$ cat src/rtl/bfa_pkg.sv
// Shared types and constants of the bitmap frame allocator.
// Depends on nothing; every other file of the block imports it.
package bfa_pkg;

    localparam int unsigned BFA_MAX_FRAMES = 4096;

    // map memory word: one bit per frame, 1 = used
    localparam int unsigned WORD_W = 64;
    localparam int unsigned BIT_W  = $clog2(WORD_W);

    // command codes
    localparam logic CMD_ALLOC = 1'b0;
    localparam logic CMD_FREE  = 1'b1;

    // configuration register indexes
    localparam int unsigned CFG_IDX_W = 1;
    localparam logic [CFG_IDX_W-1:0] CFG_FRAMES_IN_USE = 1'b0;
    localparam logic [CFG_IDX_W-1:0] CFG_USABLE_FRAMES = 1'b1;

    // segment finder result for one map word
    typedef struct packed {
        logic             u_hit;  // a used (or out of range) bit at or above lo
        logic [BIT_W-1:0] u_idx;  // lowest such bit
        logic             f_hit;  // a free bit above u_idx
        logic [BIT_W-1:0] f_idx;  // lowest such bit
    } t_seg;

endpackage

$ cat src/rtl/bfa_seg_find.sv
// Segment finder: from a start bit, locates the end of the free stretch and
// the next free bit in one map word. Depends on bfa_pkg.
module bfa_seg_find import bfa_pkg::*; (
    input  logic [WORD_W-1:0] i_data,
    input  logic [BIT_W-1:0]  i_lo,
    input  logic              i_last,
    input  logic [BIT_W-1:0]  i_lb,
    output t_seg              o_seg
);

    logic [WORD_W-1:0] in_range;
    logic [WORD_W-1:0] used_c;
    logic [WORD_W-1:0] free_c;
    logic              u_hit;
    logic [BIT_W-1:0]  u_idx;
    logic              f_hit;
    logic [BIT_W-1:0]  f_idx;

    // bits past the end of the map count as used
    always_comb begin
        for (int b = 0; b < WORD_W; b++) begin
            in_range[b] = !i_last || (BIT_W'(b) <= i_lb);
            used_c[b]   = (i_data[b] | ~in_range[b]) & (BIT_W'(b) >= i_lo);
        end
    end

    always_comb begin
        u_hit = 1'b0;
        u_idx = '0;
        for (int b = WORD_W - 1; b >= 0; b--) begin
            if (used_c[b]) begin
                u_hit = 1'b1;
                u_idx = BIT_W'(b);
            end
        end
    end

    always_comb begin
        for (int b = 0; b < WORD_W; b++) begin
            free_c[b] = ~i_data[b] & in_range[b] & u_hit & (BIT_W'(b) > u_idx);
        end
    end

    always_comb begin
        f_hit = 1'b0;
        f_idx = '0;
        for (int b = WORD_W - 1; b >= 0; b--) begin
            if (free_c[b]) begin
                f_hit = 1'b1;
                f_idx = BIT_W'(b);
            end
        end
    end

    assign o_seg = {u_hit, u_idx, f_hit, f_idx};

endmodule

$ cat config.mk
export PLATFORM = sky130hd
export DESIGN_NAME = bfa_seg_find
export DESIGN_NICKNAME = d
export VERILOG_FILES = /design/src/rtl/bfa_pkg.sv /design/src/rtl/bfa_seg_find.sv
export SDC_FILE = /design/constraint.sdc
export NUM_CORES = 1
export LEC_CHECK = 0
export BUFFER_PORTS_ARGS = -buffer_cell sky130_fd_sc_hd__buf_2
export CAP_MARGIN = 15
export CELL_PAD_IN_SITES_DETAIL_PLACEMENT = 0
export CELL_PAD_IN_SITES_GLOBAL_PLACEMENT = 1
export CORE_UTILIZATION = 42
export DETAILED_ROUTE_END_ITERATION = 8
export PLACE_DENSITY_LB_ADDON = 0.3
export SYNTH_ARGS = -nofsm -noshare
export SYNTH_HDL_FRONTEND = slang
export SYNTH_SLANG_ARGS = --single-unit
$ cat constraint.sdc
create_clock -name vclk -period 8.3
set_input_delay 1.245 -clock vclk [all_inputs]
set_output_delay 1.245 -clock vclk [all_outputs]
set_load 0.005 [all_outputs]
==> results of run 1 <==
metrics by stage:
stage	power (mW)	setup WS (ns)
global route	0.513	0.0346
detailed placement	0.458	0.259
global placement	0.455	0.315
CTS	0.461	0.232
finish	0.483	0.247
floorplan	0.314	1.56
cell families (layout without fill, tap and decap cells):
| kind of cell | Yosys count | count (layout) | share of synthesized area, % |
|---|---|---|---|
| AO/OA/AOI/OAI | 404 | 404 | 55.0 |
| AND/OR/NAND/NOR | 335 | 335 | 35.8 |
| buffers and inverters | 82 | 132 | 9.02 |
| multiplexers | 1 | 1 | 0.214 |
metal layers:
layer / up-vias / part of all wire, % / GRT usage, % / wire length [µm]
met5: - / 0 / 0 / 0
met4: 0 / 7.4 / 25.7 / 2010
met3: 117 / 10 / 4.78 / 2820
met2: 587 / 44 / 66.9 / 12100
met1: 3563 / 38 / 52.8 / 10400
li1: 3405 / - / - / -
worst max-delay path by stage:
stage / slack (ns) / depth (start not counted) / start / endpoint
finish: 0.25 / 16 / i_lb[4] / o_seg[6]
CTS: 0.23 / 16 / i_lb[1] / o_seg[6]
detailed placement: 0.26 / 16 / i_lb[1] / o_seg[6]
global route: 0.03 / 16 / i_lb[4] / o_seg[2]
floorplan: 1.56 / 16 / i_lb[1] / o_seg[6]
global placement: 0.31 / 16 / i_lb[1] / o_seg[6]
worst max-delay path: cells and delay by family:
kind / cells / cell delay (ns)
AO/OA/AOI/OAI: 7 / 2.60
buffers and inverters: 3 / 0.88
AND/OR/NAND/NOR: 6 / 2.07
power breakdown:
part,switching (mW),internal (mW)
logic,0.321,0.163
clock network,0,0
registers,0,0
layout by cell type, fill, tap and decap left out, drive strengths merged, types with 6 or more instances in the layout:
master / instances
nand3b: 6
a21o: 15
nor2b: 7
inv: 20
or3: 15
o22ai: 13
nand4: 13
a21oi: 85
a311oi: 6
o31a: 8
a21boi: 6
o32ai: 10
o31ai: 13
a31o: 6
a31oi: 18
nor2: 67
buf: 111
nand3: 22
a22oi: 9
o21ai: 58
and2: 14
o211ai: 22
o311ai: 7
nor3: 25
a211o: 13
o21bai: 6
nor4: 12
nor3b: 8
a211oi: 28
o21a: 14
nand2b: 17
or2: 23
nand2: 68
and3: 10
area by class of cell:
| class | instances | area [µm²] |
|---|---|---|
| Multi-Input combinational cell | 740 | 4800 |
| Tap cell | 168 | 210 |
| Inverter | 21 | 81.3 |
| Timing Repair Buffer | 111 | 606 |
| Fill cell | 1334 | 6410 |
==> qor.csv, run 1 <==
stage;metric;value;unit
synthesis;dominant cell type by area after synthesis;a21oi_1;
worst_hold_path;hold path start;i_data[0];
floorplan;Placement Rows;40;
grt;first-pass GRT wire length;40900;µm
synthesis;top cells by area, synth;a21oi_1, o21ai_0, nand2_1;
critical_path;Critical Path RT;7.05;ns
critical_path;Crit path top cell by count;buf_2;
floorplan;Die Width;114;µm
clock_tree;CTS Hold Bufs;0;
critical_path;Max FO, Critical Path;28;
routing;Post-route DRC;0;
routing;via count;7672;
power;Pwr Density;84.8;nW/µm²
synthesis;register area share after synthesis;0;%
synthesis;Synth top area share;7.90;%
timing;Max Clk Rate;124;MHz
synthesis;Post-Syn Area per Cell;6.40;µm²
floorplan;IO Count;91;
final_layout;Util after Layout;47.0;%
final_layout;Final Non-Filler Cells;1040;
place;dpl cell area;5680;µm²
floorplan;Initial Utilization;43.4;%
timing;setup_tns;0;ns
synthesis;Synth top cells by count;a21oi_1, nand2_1, nor2_1, o21ai_0, a211oi_1;
routing;DR vias/cell;7.38;
synthesis;Syn Inst Count;822;
power;VDD IR max;0.0447;mV
worst_hold_path;hold crit path type;primary input to output pin;
synthesis;Distinct cells, synth;101;
timing;part of the cycle the worst path needs;97.0;%
routing;first-pass iteration count of the detailed router;6;
final_layout;share of layout cells above drive strength 1;20.5;%
final_layout;Ant. Diodes;0;
final_layout;FFs & Latches;0;
critical_path;Worst setup EP type;output pin;
synthesis;synthesized area;5260;µm²
place;Port Buffers;91;
timing;RSZ-0062 raised after global routing;false;
grt;Global Route Usage Sum;41.5;%
job;Max-cap violations;0;
power;Static Leak;2.11;nW
final_layout;FF/Latch Area;0;µm²
floorplan;DIE AREA;13000;µm²
timing;Rel. slew slack;38.7;%
routing;Routed WL;27300;µm
worst_hold_path;Hold Crit Endpoint;o_seg[7];
critical_path;Worst Path Arrival;6.81;ns
routing;post-route ant nets;0;
grt;vias in the first global route;7074;
final_layout;clock buf count;0;
grt;initial antenna violation count;0;
critical_path;CP cell instances;buf_2 -> nand2_1 -> o211ai_1 -> nand2b_1 -> a221o_1 -> a2111oi_0 -> o311ai_1 -> a21o_1 -> inv_2 -> o21ai_2 -> a31oi_1 -> or3b_2 -> or4b_4 -> nor4b_2 -> nand4_1 -> buf_2;
critical_path;CP max-delay cell;a2111oi_0;
timing;Final Critical Period;8.05;ns
synthesis;top-count cell post-synth;a21oi_1;
final_layout;area growth from synthesis to layout;8.33;%
synthesis;Mapped Nets;899;
timing;# setup viols final;0;
floorplan;Die Span Y;114;µm
clock_tree;post-CTS setup buffer count;0;
grt;largest net degree at the start of global routing;30;
place;routability congestion estimate;1.05;
synthesis;Synth Warn #;0;
grt;Overflow after GRT;0;
clock_tree;# resized after CTS;0;
timing;final hold slack;3.03;ns
critical_path;Max stage delay on crit path;0.63;ns
final_layout;post-route cell area;5700;µm²
floorplan;core area;12100;µm²
outcome;status;completed;
place;hpwl dp;22400;µm
timing;Hold Vio Cnt, Final;0;
final_layout;final net count;951;
worst_hold_path;hold path depth;4;
critical_path;critical path class;primary input to output pin;
place;dpl cells;1040;
routing;drt wl/cell;26.3;µm
timing;Slew @ Worst Pin;0.909;ns
timing;Slew Limit Fails;0;
critical_path;startpoint types;primary input;
routing;drt first-iter violations;1161;
Power figures use the tool's default switching activity.
==> run 2: changes to the inputs <==
--- a/config.mk
+++ b/config.mk
@@ -12,6 +12,8 @@
 export CORE_UTILIZATION = 42
 export DETAILED_ROUTE_END_ITERATION = 8
 export PLACE_DENSITY_LB_ADDON = 0.3
+export REMOVE_ABC_BUFFERS = 1
+export SLEW_MARGIN = 10
 export SYNTH_ARGS = -nofsm -noshare
 export SYNTH_HDL_FRONTEND = slang
 export SYNTH_SLANG_ARGS = --single-unit
==> run 2 against run 1 <==
Net effect:
- utilization is 0.20 points higher
- highest routed layer unchanged
- total power is 0.17% higher
- first-iteration DRC count is 4.9% lower
- global-route usage is 0.14 points lower
- die area stayed put
- count of clock-buffer cells in the layout stayed put
- sequential share of layout area stayed put
- fmax is 0.42% lower
- critical path depth stayed put
- final cell count hardly changed
==> qor.csv, run 2 (synthesized netlist as in run 1, its figures left out) <==
stage;metric;value;unit
critical_path;startpoint types;primary input;
grt;first-pass GRT wire length;40900;µm
timing;setup_tns;0;ns
final_layout;fillers;1339;
routing;Routed WL;27400;µm
final_layout;FF/Latch Area;0;µm²
power;VDD IR max;0.0422;mV
floorplan;Initial Utilization;43.4;%
critical_path;Worst Path Arrival;6.84;ns
floorplan;Die Width;114;µm
critical_path;Max FO, Critical Path;28;
timing;RSZ-0062 raised after global routing;false;
final_layout;post-route cell area;5720;µm²
worst_hold_path;hold path depth;4;
place;dpl cell area;5690;µm²
timing;Slew Limit Fails;0;
place;Port Buffers;91;
final_layout;commonest non-fill, non-tap cell in the layout;buf_2;
final_layout;FFs & Latches;0;
worst_hold_path;hold path start;i_data[0];
routing;via count;7697;
timing;part of the cycle the worst path needs;97.4;%
timing;Final Critical Period;8.09;ns
timing;Rel. slew slack;40.7;%
final_layout;commonest cells after routing, fill and taps aside;buf_2, a21oi_1, nor2_1, nand2_1, o21ai_0;
worst_hold_path;hold crit path type;primary input to output pin;
grt;vias in the first global route;7019;
grt;initial antenna violation count;0;
floorplan;DIE AREA;13000;µm²
final_layout;area growth from synthesis to layout;8.78;%
critical_path;Worst setup EP type;output pin;
clock_tree;# resized after CTS;0;
routing;DR vias/cell;7.39;
timing;Hold Vio Cnt, Final;0;
floorplan;core area;12100;µm²
place;routability congestion estimate;0.991;
routing;drt wl/cell;26.3;µm
timing;final hold slack;3.01;ns
critical_path;Critical Path RT;7.05;ns
final_layout;clock buf count;0;
timing;# setup viols final;0;
routing;post-route ant nets;0;
routing;drt first-iter violations;1104;
routing;Post-route DRC;0;
floorplan;Die Span Y;114;µm
place;hpwl dp;22200;µm
final_layout;Ant. Diodes;0;
timing;Max Clk Rate;124;MHz
clock_tree;post-CTS setup buffer count;0;
power;Pwr Density;84.6;nW/µm²
grt;Overflow after GRT;0;
critical_path;critical path class;primary input to output pin;
job;Max-cap violations;0;
floorplan;Placement Rows;40;
floorplan;IO Count;91;
grt;Global Route Usage Sum;41.4;%
routing;first-pass iteration count of the detailed router;5;
clock_tree;CTS Hold Bufs;0;
grt;largest net degree at the start of global routing;36;
final_layout;share of layout cells above drive strength 1;20.8;%
power;Static Leak;2.12;nW
worst_hold_path;Hold Crit Endpoint;o_seg[7];
timing;Slew @ Worst Pin;0.878;ns
outcome;status;completed;
final_layout;final net count;952;
-- run 2: power breakdown --
| part | internal (mW) | total (mW) | switching, mW |
|---|---|---|---|
| registers | 0 | 0 | 0 |
| clock network | 0 | 0 | 0 |
| logic | 0.162 | 0.484 | 0.322 |
| total | 0.162 | 0.484 | 0.322 |
-- run 2: stage by stage --
stage                     cells  utilization, %  setup WS [ns]  power, mW
after floorplan             761               -           1.14      0.278
after global placement     1041            47.0          0.155      0.456
final                      1041            47.2          0.213      0.484
after global routing       1041            47.2         0.0121      0.512
after detailed placement   1041            47.0          0.210      0.458
after CTS                  1041            47.0          0.187      0.460
-- run 2: area by class of cell --
cell class / count / area, µm² / area share (%)
Tap cell: 168 / 210 / 3.67
Timing Repair Buffer: 112 / 616 / 10.8
Inverter: 21 / 81.3 / 1.42
Multi-Input combinational cell: 740 / 4810 / 84.1
-- run 2: worst max path at each step --
stage / start / endpoint / slack (ns)
final: i_lb[4] / o_seg[1] / 0.21
after global routing: i_lb[4] / o_seg[6] / 0.01
after CTS: i_lb[2] / o_seg[6] / 0.19
after detailed placement: i_lb[2] / o_seg[6] / 0.21
after global placement: i_lb[2] / o_seg[6] / 0.16
after floorplan: i_last / o_seg[6] / 1.14
-- run 2: worst max-delay path, stage by stage --
cell and delay, ns:
buf_2 0.46, nand4_1 0.37, o31a_1 0.44, or2_2 0.36, nor3_1 0.29, a2111oi_0 0.17, buf_4 0.17, o311ai_1 0.56
a21o_1 0.50, inv_2 0.23, o31ai_1 0.59, o21ai_0 0.35, a211oi_1 0.60, o211ai_1 0.16, o21ai_0 0.18, buf_2 0.14
-- run 2: layer usage --
| layer | track usage [%] | wire, µm |
|---|---|---|
| met5 | 0 | 0 |
| met4 | 25.1 | 1820 |
| met3 | 3.83 | 2690 |
| met2 | 67.5 | 12300 |
| met1 | 52.8 | 10600 |
==> run 3: changes to the inputs <==
--- a/config.mk
+++ b/config.mk
@@ -9,11 +9,11 @@
 export CAP_MARGIN = 15
 export CELL_PAD_IN_SITES_DETAIL_PLACEMENT = 0
 export CELL_PAD_IN_SITES_GLOBAL_PLACEMENT = 1
+export CORE_ASPECT_RATIO = 0.9
 export CORE_UTILIZATION = 42
 export DETAILED_ROUTE_END_ITERATION = 8
 export PLACE_DENSITY_LB_ADDON = 0.3
 export REMOVE_ABC_BUFFERS = 1
-export SLEW_MARGIN = 10
 export SYNTH_ARGS = -nofsm -noshare
 export SYNTH_HDL_FRONTEND = slang
 export SYNTH_SLANG_ARGS = --single-unit
==> run 3 against run 2 <==
Net effect:
- final cell count fell by 0.86%
- global-route usage rose by 0.60 points
- total power up 0.92%
- first-iteration DRC count about the same
- worst hold slack improved by 0.070 ns
- count of clock-buffer cells in the layout stayed put
- design area is 0.52% lower
- sequential cell count did not move
- die area about the same
- sequential share of layout area unchanged
- fmax down 1.3%
- highest routed layer unchanged
==> qor.csv, run 3 (synthesized netlist as in run 1, its figures left out) <==
stage;metric;value;unit
outcome;status;completed;
critical_path;Worst setup EP type;output pin;
timing;Max Clk Rate;122;MHz
timing;RSZ-0062 raised after global routing;false;
final_layout;area growth from synthesis to layout;8.21;%
final_layout;post-route cell area;5690;µm²
final_layout;FF/Latch Area;0;µm²
final_layout;Ant. Diodes;0;
critical_path;Max FO, Critical Path;29;
routing;drt first-iter violations;1105;
timing;part of the cycle the worst path needs;98.7;%
grt;largest net degree at the start of global routing;36;
power;Sw Pwr;0.327;mW
place;Port Buffers;91;
critical_path;Largest delay share family, worst path;simple AND/OR/NAND/NOR gates;
job;Max-cap violations;0;
final_layout;final net count;951;
place;dpl cell area;5670;µm²
routing;first-pass iteration count of the detailed router;8;
critical_path;Worst Path Arrival;6.95;ns
power;P_int;0.161;mW
power;Static Leak;2.11;nW
final_layout;commonest cells after routing, fill and taps aside;buf_2, a21oi_1, nor2_1, nand2_1, o21ai_0;
place;hpwl dp;22800;µm
timing;Rel. slew slack;38.1;%
routing;drt wl/cell;27.0;µm
routing;Post-route DRC;0;
floorplan;Initial Utilization;43.4;%
critical_path;Critical Path RT;7.05;ns
grt;first-pass GRT wire length;41700;µm
floorplan;Die Width;120;µm
grt;Overflow after GRT;0;
timing;Final Critical Period;8.19;ns
critical_path;startpoint types;primary input;
critical_path;Buffers & Inverters on Critical Path;3;
floorplan;Placement Rows;38;
critical_path;CP cell instances;buf_2 -> nor4b_4 -> a21oi_1 -> o22a_1 -> and4_1 -> o311ai_1 -> o311ai_1 -> or2_1 -> inv_1 -> o21ai_2 -> a31oi_1 -> or3b_2 -> or4b_4 -> nor4b_2 -> nand4_1 -> buf_2;
final_layout;share of layout cells above drive strength 1;20.5;%
power;Seq pwr share;0;%
place;routability congestion estimate;1.06;
grt;initial antenna violation count;0;
grt;vias in the first global route;7081;
timing;# setup viols final;0;
clock_tree;CTS Hold Bufs;0;
floorplan;Die Span Y;108;µm
clock_tree;post-CTS setup buffer count;0;
critical_path;critical path class;primary input to output pin;
power;Clk pwr share;0;%
floorplan;IO Count;91;
timing;Slew Limit Fails;0;
timing;Slew @ Worst Pin;0.920;ns
timing;Hold Vio Cnt, Final;0;
power;VDD IR max;0.0506;mV
timing;setup_tns;0;ns
floorplan;DIE AREA;13000;µm²
clock_tree;# resized after CTS;0;
critical_path;capture point of the worst path;o_seg[6];
routing;Routed WL;27900;µm
final_layout;fillers;1312;
power;Sw Share;66.9;%
routing;post-route ant nets;0;
power;Pwr Density;85.9;nW/µm²
worst_hold_path;hold crit path type;primary input to output pin;
critical_path;crit path launch;i_last;
final_layout;clock buf count;0;
critical_path;CP max-delay cell;nor4b_4;
routing;DR vias/cell;7.44;
final_layout;commonest non-fill, non-tap cell in the layout;buf_2;
power;Comb pwr share;100.0;%
critical_path;critical path depth in cells;16;
critical_path;Max stage delay on crit path;0.62;ns
floorplan;core area;12100;µm²
routing;via count;7675;
final_layout;FFs & Latches;0;
grt;Global Route Usage Sum;42.0;%
==> run 3: tightest hold or removal path, cell delays in order <==
cell and delay, ns:
buf_2 0.08, nand3_1 0.13, o21a_1 0.22, buf_2 0.16
==> run 3: worst min path at each step <==
stage | start | end | cells after the start
2_1_floorplan | i_data[0] | o_seg[7] | 2
3_3_place_gp | i_data[0] | o_seg[7] | 4
3_5_place_dp | i_data[0] | o_seg[7] | 4
4_1_cts | i_data[0] | o_seg[7] | 4
5_1_grt | i_data[0] | o_seg[7] | 4
6_report | i_data[0] | o_seg[7] | 4
==> run 3: final cells by class <==
type                            count  area (µm²)  share of cell area (%)
Multi-Input combinational cell    740        4800                    84.4
Timing Repair Buffer              111         608                    10.7
Tap cell                          160         200                    3.52
Inverter                           21        81.3                    1.43
==> run 3: per-layer routing <==
layer  vias up  track usage, %  share of wire, %
li1       3409               -                 -
met1      3606            55.3                40
met2       566            65.1                43
met3        94            6.70                11
met4         0            23.1               5.9
met5         -               0                 0
==> run 3: power by group through the flow <==
stage	Sequential [mW]	Clock [mW]	Combinational [mW]
2_1_floorplan	0	0	0.278
3_3_place_gp	0	0	0.457
3_5_place_dp	0	0	0.461
4_1_cts	0	0	0.463
5_1_grt	0	0	0.515
6_report	0	0	0.489
==> run 3: through the flow <==
step                power (mW)  hold WS (ns)  setup slack [ns]  utilization, %  std cells
floorplan                0.278          2.69              1.14               -        761
global placement         0.457          3.03             0.434            46.8       1032
detailed placement       0.461          3.04             0.303            46.8       1032
CTS                      0.463          3.04             0.291            46.8       1032
global route             0.515          3.08           0.00895            46.9       1032
finish                   0.489          3.08             0.109            46.9       1032
